--- config.mk ---
export PLATFORM = sky130hd
export DESIGN_NAME = ascii_decimal_token_parser
export DESIGN_NICKNAME = d
export VERILOG_FILES = /design/src/rtl/adtp_pkg.sv /design/src/rtl/adtp_in_reg.sv /design/src/rtl/adtp_core.sv /design/src/rtl/adtp_out_reg.sv /design/src/rtl/ascii_decimal_token_parser.sv
export SDC_FILE = /design/constraint.sdc
export NUM_CORES = 1
export LEC_CHECK = 0
export BUFFER_PORTS_ARGS = -buffer_cell sky130_fd_sc_hd__buf_2
export CORE_UTILIZATION = 53
export CTS_BUF_LIST = sky130_fd_sc_hd__clkbuf_8 sky130_fd_sc_hd__clkbuf_16
export CTS_CLUSTER_SIZE = 40
export DETAILED_ROUTE_END_ITERATION = 12
export PLACE_DENSITY = 0.83
export SYNTH_ARGS = -nofsm -noshare
export SYNTH_HDL_FRONTEND = slang
export SYNTH_SLANG_ARGS = --single-unit
--- constraint.sdc ---
create_clock -name clock -period 4.3 [get_ports clock]
set_input_delay 0.43 -clock clock [delete_from_list [all_inputs] [get_ports clock]]
set_output_delay 0.43 -clock clock [all_outputs]
set_load 0.02 [all_outputs]
--- src/rtl/adtp_pkg.sv ---
package adtp_pkg;

   localparam logic [7:0] CharDot   = 8'h2E;
   localparam logic [7:0] CharMinus = 8'h2D;
   localparam logic [7:0] CharZero  = 8'h30;
   localparam logic [7:0] CharNine  = 8'h39;
   localparam logic [7:0] CharN     = 8'h6E;

   localparam int MagWidth = 16;
   localparam int ProdWidth = 20;

   localparam logic [MagWidth-1:0] SatMag = 16'h8000;
   localparam logic [MagWidth-1:0] MaxPos = 16'h7FFF;

   typedef struct packed {
      logic                       value_valid;
      logic signed [MagWidth-1:0] value;
      logic [7:0]                 command_code;
   } result_type;

endpackage

--- src/rtl/adtp_in_reg.sv ---
module adtp_in_reg (
   input  logic       clock,
   input  logic       reset,
   input  logic       req_valid,
   output logic       req_ready,
   input  logic [7:0] req_in_byte,
   input  logic       advance,
   output logic       item_valid,
   output logic [7:0] item_byte
);
   import adtp_pkg::*;

   logic       valid_ff;
   logic       valid_in;
   logic [7:0] byte_ff;

   assign req_ready = !valid_ff || advance;
   assign valid_in  = req_ready ? req_valid : valid_ff;

   always_ff @(posedge clock) begin
      if (reset) begin
         valid_ff <= 1'b0;
      end else begin
         valid_ff <= valid_in;
      end
   end

   always_ff @(posedge clock) begin
      if (req_ready && req_valid) begin
         byte_ff <= req_in_byte;
      end
   end

   assign item_valid = valid_ff;
   assign item_byte  = byte_ff;

endmodule

--- src/rtl/adtp_core.sv ---
module adtp_core (
   input  logic               clock,
   input  logic               reset,
   input  logic               step,
   input  logic [7:0]         in_byte,
   input  logic [7:0]         separator,
   output adtp_pkg::result_type result
);
   import adtp_pkg::*;

   logic [MagWidth-1:0]  mag_ff;
   logic [MagWidth-1:0]  mag_in;
   logic                 neg_ff;
   logic                 neg_in;
   logic                 stopped_ff;
   logic                 stopped_in;
   logic                 nonempty_ff;
   logic                 nonempty_in;
   logic [7:0]           cmd_ff;
   logic [7:0]           cmd_in;
   logic [ProdWidth-1:0] prod;
   logic [3:0]           digit;
   logic                 emit;

   assign digit = 4'(in_byte - CharZero);
   assign prod  = ({4'b0, mag_ff} << 3) + ({4'b0, mag_ff} << 1) + {16'b0, digit};

   always_comb begin
      mag_in       = mag_ff;
      neg_in       = neg_ff;
      stopped_in   = stopped_ff;
      nonempty_in  = nonempty_ff;
      cmd_in       = cmd_ff;
      emit         = 1'b0;
      result.value = '0;
      if (in_byte == separator) begin
         if (nonempty_ff) begin
            emit = 1'b1;
            if (neg_ff) begin
               result.value = ~mag_ff + 16'd1;
            end else begin
               result.value = (mag_ff > MaxPos) ? MaxPos : mag_ff;
            end
            mag_in      = '0;
            neg_in      = 1'b0;
            stopped_in  = 1'b0;
            nonempty_in = 1'b0;
         end
      end else if (in_byte == CharMinus) begin
         if (!nonempty_ff) begin
            neg_in = 1'b1;
         end else begin
            stopped_in = 1'b1;
         end
         nonempty_in = 1'b1;
      end else if (in_byte == CharDot) begin
         stopped_in  = 1'b1;
         nonempty_in = 1'b1;
      end else if (in_byte >= CharZero && in_byte <= CharNine) begin
         if (!stopped_ff) begin
            mag_in = (prod > {4'b0, SatMag}) ? SatMag : prod[MagWidth-1:0];
         end
         nonempty_in = 1'b1;
      end else if (in_byte != CharN) begin
         cmd_in = in_byte;
      end
      result.value_valid  = emit;
      result.command_code = cmd_in;
   end

   always_ff @(posedge clock) begin
      if (reset) begin
         mag_ff      <= '0;
         neg_ff      <= 1'b0;
         stopped_ff  <= 1'b0;
         nonempty_ff <= 1'b0;
         cmd_ff      <= '0;
      end else if (step) begin
         mag_ff      <= mag_in;
         neg_ff      <= neg_in;
         stopped_ff  <= stopped_in;
         nonempty_ff <= nonempty_in;
         cmd_ff      <= cmd_in;
      end
   end

   a_mag_bound: assert property (@(posedge clock) disable iff (reset)
      mag_ff <= SatMag)
      else $error("magnitude exceeds saturation limit");

   a_value_zero: assert property (@(posedge clock) disable iff (reset)
      !result.value_valid |-> result.value == '0)
      else $error("value nonzero without completed token");

   a_token_cleared: assert property (@(posedge clock) disable iff (reset)
      step && result.value_valid |=> !nonempty_ff && mag_ff == '0 && !neg_ff)
      else $error("token not cleared after emission");

   a_empty_clean: assert property (@(posedge clock) disable iff (reset)
      !nonempty_ff |-> mag_ff == '0 && !neg_ff && !stopped_ff)
      else $error("empty token carries state");

endmodule

--- src/rtl/adtp_out_reg.sv ---
module adtp_out_reg (
   input  logic                 clock,
   input  logic                 reset,
   input  logic                 load,
   input  adtp_pkg::result_type result,
   input  logic                 rsp_ready,
   output logic                 rsp_valid,
   output logic                 slot_free,
   output adtp_pkg::result_type rsp_result
);
   import adtp_pkg::*;

   logic       valid_ff;
   logic       valid_in;
   result_type result_ff;

   assign slot_free = !valid_ff || rsp_ready;
   assign valid_in  = load ? 1'b1 : (valid_ff && !rsp_ready);

   always_ff @(posedge clock) begin
      if (reset) begin
         valid_ff <= 1'b0;
      end else begin
         valid_ff <= valid_in;
      end
   end

   always_ff @(posedge clock) begin
      if (load) begin
         result_ff <= result;
      end
   end

   assign rsp_valid  = valid_ff;
   assign rsp_result = result_ff;

endmodule

--- src/rtl/ascii_decimal_token_parser.sv ---
// Parses a stream of ASCII bytes, one word per cycle when not stalled, into signed 16-bit
// integers. Digits, '-', '.' and the separator byte form a token; a leading '-' negates it,
// digits after the first '.' or a later '-' are ignored, and the value saturates to
// -32768..32767. Every accepted byte yields exactly one response word: value_valid is set
// when the byte is the separator ending a nonempty token, and command_code always shows the
// last byte that was none of a digit, '-', '.', the separator or 'n'. Throughput is one byte
// per cycle while responses are taken. A byte accepted into an input register passes
// through the token update logic and is captured in a response register once that register
// is free; a stalled response holds the input off. The separator register resets to zero
// and should be written only while no bytes are in flight.
module ascii_decimal_token_parser (
   input  logic              clock,
   input  logic              reset,
   input  logic              req_valid,
   output logic              req_ready,
   input  logic [7:0]        req_in_byte,
   output logic              rsp_valid,
   input  logic              rsp_ready,
   output logic              rsp_value_valid,
   output logic signed [15:0] rsp_value,
   output logic [7:0]        rsp_command_code,
   input  logic              csr_valid,
   output logic              csr_ready,
   input  logic [7:0]        csr_separator_byte
);
   import adtp_pkg::*;

   logic       item_valid;
   logic [7:0] item_byte;
   logic       slot_free;
   logic       advance;
   logic [7:0] separator_ff;
   result_type core_result;
   result_type out_result;

   assign csr_ready = 1'b1;

   always_ff @(posedge clock) begin
      if (reset) begin
         separator_ff <= '0;
      end else if (csr_valid && csr_ready) begin
         separator_ff <= csr_separator_byte;
      end
   end

   assign advance = item_valid && slot_free;

   adtp_in_reg u_in_reg (
      .clock       (clock),
      .reset       (reset),
      .req_valid   (req_valid),
      .req_ready   (req_ready),
      .req_in_byte (req_in_byte),
      .advance     (advance),
      .item_valid  (item_valid),
      .item_byte   (item_byte)
   );

   adtp_core u_core (
      .clock     (clock),
      .reset     (reset),
      .step      (advance),
      .in_byte   (item_byte),
      .separator (separator_ff),
      .result    (core_result)
   );

   adtp_out_reg u_out_reg (
      .clock      (clock),
      .reset      (reset),
      .load       (advance),
      .result     (core_result),
      .rsp_ready  (rsp_ready),
      .rsp_valid  (rsp_valid),
      .slot_free  (slot_free),
      .rsp_result (out_result)
   );

   assign rsp_value_valid  = out_result.value_valid;
   assign rsp_value        = out_result.value;
   assign rsp_command_code = out_result.command_code;

endmodule

==> flow_metrics.py <==
metrics = {
    "run_status": {
        "status": "completed",
    },
    "synthesis": {
        "ys_seq_area_share_pct": 39.9,
        "yosys_register_bits": 70,
        "syn_avg_cell_area_um2": 9.53,
        "synth_top_area_share_pct": 22.9,
        "synth-edff-count": 33,
        "ys_async_sr_fraction_pct": 0,
        "synth_nets": 510,
        "synth_largest_area_cell": "edfxtp_1",
        "synth_area_leaders": "edfxtp_1, dfxtp_1, ha_1",
        "netlist_area_um2": 4340,
        "synthCells": 455,
        "synthFlopType": "dfxtp_1",
        "yosysWarnings": 0,
        "synth.distinct_cells": 74,
    },
    "drt": {
        "drt.antenna.violating_nets": 0,
        "firstDrtPassIters": 5,
        "wl_mm": 10.1,
        "post-route-drc-count": 0,
        "num_vias": 3715,
        "drtIter0Drc": 311,
        "post_drt_wl_per_cell_um": 16.7,
        "avgViaCountPerCell": 6.13,
    },
    "place": {
        "dp_hpwl_mm": 7.45,
        "dp.cells": 590,
        "finalWeightedCongestion": 0.937,
        "portBuffers": 47,
    },
    "clock_tree": {
        "clockBufferDepth": 2,
        "numCtsBuffers": 9,
        "cts_htree_levels": 3,
        "path_clk_slew_ns": 0.08,
        "cts_tree": "yes",
        "clockRootBuffer": "clkbuf_8",
        "cts_resized": 0,
        "cts_setup_buffers": 0,
        "cts_hold_buffers": 0,
        "cts.sinks": 70,
        "clk_latency_ns": 0.35,
    },
    "sta": {
        "min_period_ns": 3.56,
        "hold_violations": 0,
        "skew_ns": 0.0114,
        "whs_ns": 0.248,
        "slew_viol_final": 0,
        "setup_violations": 0,
        "fin_crit_sh_pct": 82.8,
        "rsz0062_at_grt": "false",
        "finalSetupTns_ns": 0,
        "tightest_slew_ns": 0.939,
        "slew_headroom_pct": 37.3,
        "fmax_mhz": 281,
    },
    "hold_path": {
        "hold_path_class": "in2reg",
    },
    "worst_setup_path": {
        "crit_slowest_cell": "fa_1",
        "critical_path.max_stage_delay_ns": 0.52,
        "critPathArrivalTime_ns": 3.84,
        "critPathMaxFanout": 7,
        "path_class": "reg2reg",
        "worstPathRequired_ns": 4.59,
        "end_kind": "flop",
        "path_buf_inv": 1,
        "crit_path_cell_trace": "inv_1, fa_1, fa_1, nand2b_1, a21o_1, a21oi_2, o21ai_0, a2111oi_2, nand4b_1, a21oi_2, a22o_1",
        "start_kind": "flop",
        "cp_top_family": "compound AO/OA/AOI/OAI gates",
    },
    "die": {
        "start_util_pct": 55.5,
        "die_w_um": 92.4,
        "core_area_um2": 7810,
        "io_pins": 49,
        "num_rows": 32,
        "die-area_um2": 8550,
        "die_h_um": 92.4,
    },
    "global_routing": {
        "first_global_vias": 3377,
        "overflow": 0,
        "grt_pass1_wl_mm": 16.6,
        "grt_usage_pct": 24.6,
        "grt_max_degree": 34,
        "antenna_found_initial": 0,
    },
    "final_layout": {
        "drive_above_1_share_pct": 16.7,
        "area_growth_pct": 12.3,
        "nets": 554,
        "n_antenna_cell": 0,
        "layout.cells.non_filler": 606,
    },
    "power_and_ir_drop": {
        "powerDensity_nw_per_um2": 295,
        "vdd_ir_drop_max_mv": 0.141,
        "cellLeakagePower_uw": 0.00208,
    },
    "flow_run": {
        "cap_violations": 0,
    },
}
==> report_power, final <==
| part | switching, uW | internal (uW) |
|---|---|---|
| sequential | 19.9 | 722 |
| combinational | 64.1 | 40.3 |
| clock | 248 | 341 |
| total | 332 | 1100 |
==> cell usage in the layout (no fill, tap or decap), drive strengths merged, types with 5 or more instances in the layout <==
| master | instances |
|---|---|
| a211oi | 9 |
| a21o | 6 |
| a21oi | 36 |
| a22o | 16 |
| a311oi | 7 |
| and2 | 8 |
| buf | 48 |
| clkbuf | 10 |
| dfxtp | 37 |
| edfxtp | 33 |
| ha | 32 |
| inv | 24 |
| mux2i | 11 |
| nand2 | 28 |
| nand2b | 5 |
| nand3 | 10 |
| nand4 | 5 |
| nor2 | 61 |
| nor2b | 6 |
| nor3 | 11 |
| o211ai | 5 |
| o21ai | 15 |
| or3 | 5 |
| xor2 | 9 |
==> routing by layer <==
layer / wire length [um] / global-route usage, % / up-vias
met5: 0 / 0 / -
met4: 136 / 7.81 / 0
met3: 619 / 3.94 / 13
met2: 4970 / 40.4 / 149
met1: 4390 / 33.0 / 1756
li1: - / - / 1797
==> sequential cells by signal, indices dropped and copies added (netlist names) <==
register,flops
separator_ff,8
u_core.cmd_ff,8
u_core.mag_ff,16
u_core.neg_ff,1
u_core.nonempty_ff,1
u_core.stopped_ff,1
u_in_reg.item_byte,8
u_in_reg.item_valid,1
u_out_reg.rsp_result,25
u_out_reg.rsp_valid,1
==> cells by family after synthesis <==
kind of cell	synth area share (%)
buffers and inverters	3.32
AND/OR/NAND/NOR	18.8
flip-flops	39.9
other	0.0865
multiplexers	3.32
adder cells (fa/ha/maj)	10.2
AO/OA/AOI/OAI	21.8
XOR/XNOR	2.63
==> per-stage QoR <==
| stage | util, % | cell area (um2) | power [uW] | setup WS, ns |
|---|---|---|---|---|
| floorplan | - | 4340 | 826 | 1.16 |
| global placement | 59.5 | 4640 | 855 | 0.871 |
| detailed placement | 59.5 | 4640 | 860 | 0.780 |
| CTS | 62.3 | 4870 | 1440 | 0.740 |
| global route | 62.3 | 4870 | 1480 | 0.491 |
| finish | 62.3 | 4870 | 1440 | 0.741 |
==> synthesized netlist by cell type (6+ instances only) <==
master / number
a22o_1: 16
xor2_1: 9
a311oi_1: 7
nand3_1: 9
a21o_1: 6
nor2b_1: 6
nand2_1: 28
a211oi_1: 8
and2_1: 8
mux2i_1: 11
nor2_1: 60
o21ai_0: 10
inv_1: 22
a21oi_1: 34
clkbuf_1: 12
edfxtp_1: 33
nor3_1: 8
dfxtp_1: 37
ha_1: 32
==> worst paths after layout <==
| path | depth (start not counted) | slack, ns | from | endpoint |
|---|---|---|---|---|
| setup / recovery | 11 | 0.74 | u_core.mag_ff[0] | u_core.mag_ff[8] |
| hold / removal | 1 | 0.25 | req_in_byte[5] | u_in_reg.item_byte[5] |
| setup reg to reg | 11 | 0.74 | u_core.mag_ff[0] | u_core.mag_ff[8] |
| hold reg to reg | 2 | 0.48 | u_core.cmd_ff[6] | u_core.cmd_ff[6] |
==> layout make-up <==
| type | instances | area [um2] |
|---|---|---|
| fillers | 629 | 2940 |
| multi-input cells | 348 | 2460 |
| flip-flops and latches | 70 | 1730 |
| repair buffers | 48 | 243 |
| clock buffers | 10 | 138 |
| well taps | 102 | 128 |
| clock inverters | 6 | 85.1 |
| inverters | 22 | 82.6 |
No activity file was read; power rests on OpenSTA's default activity.
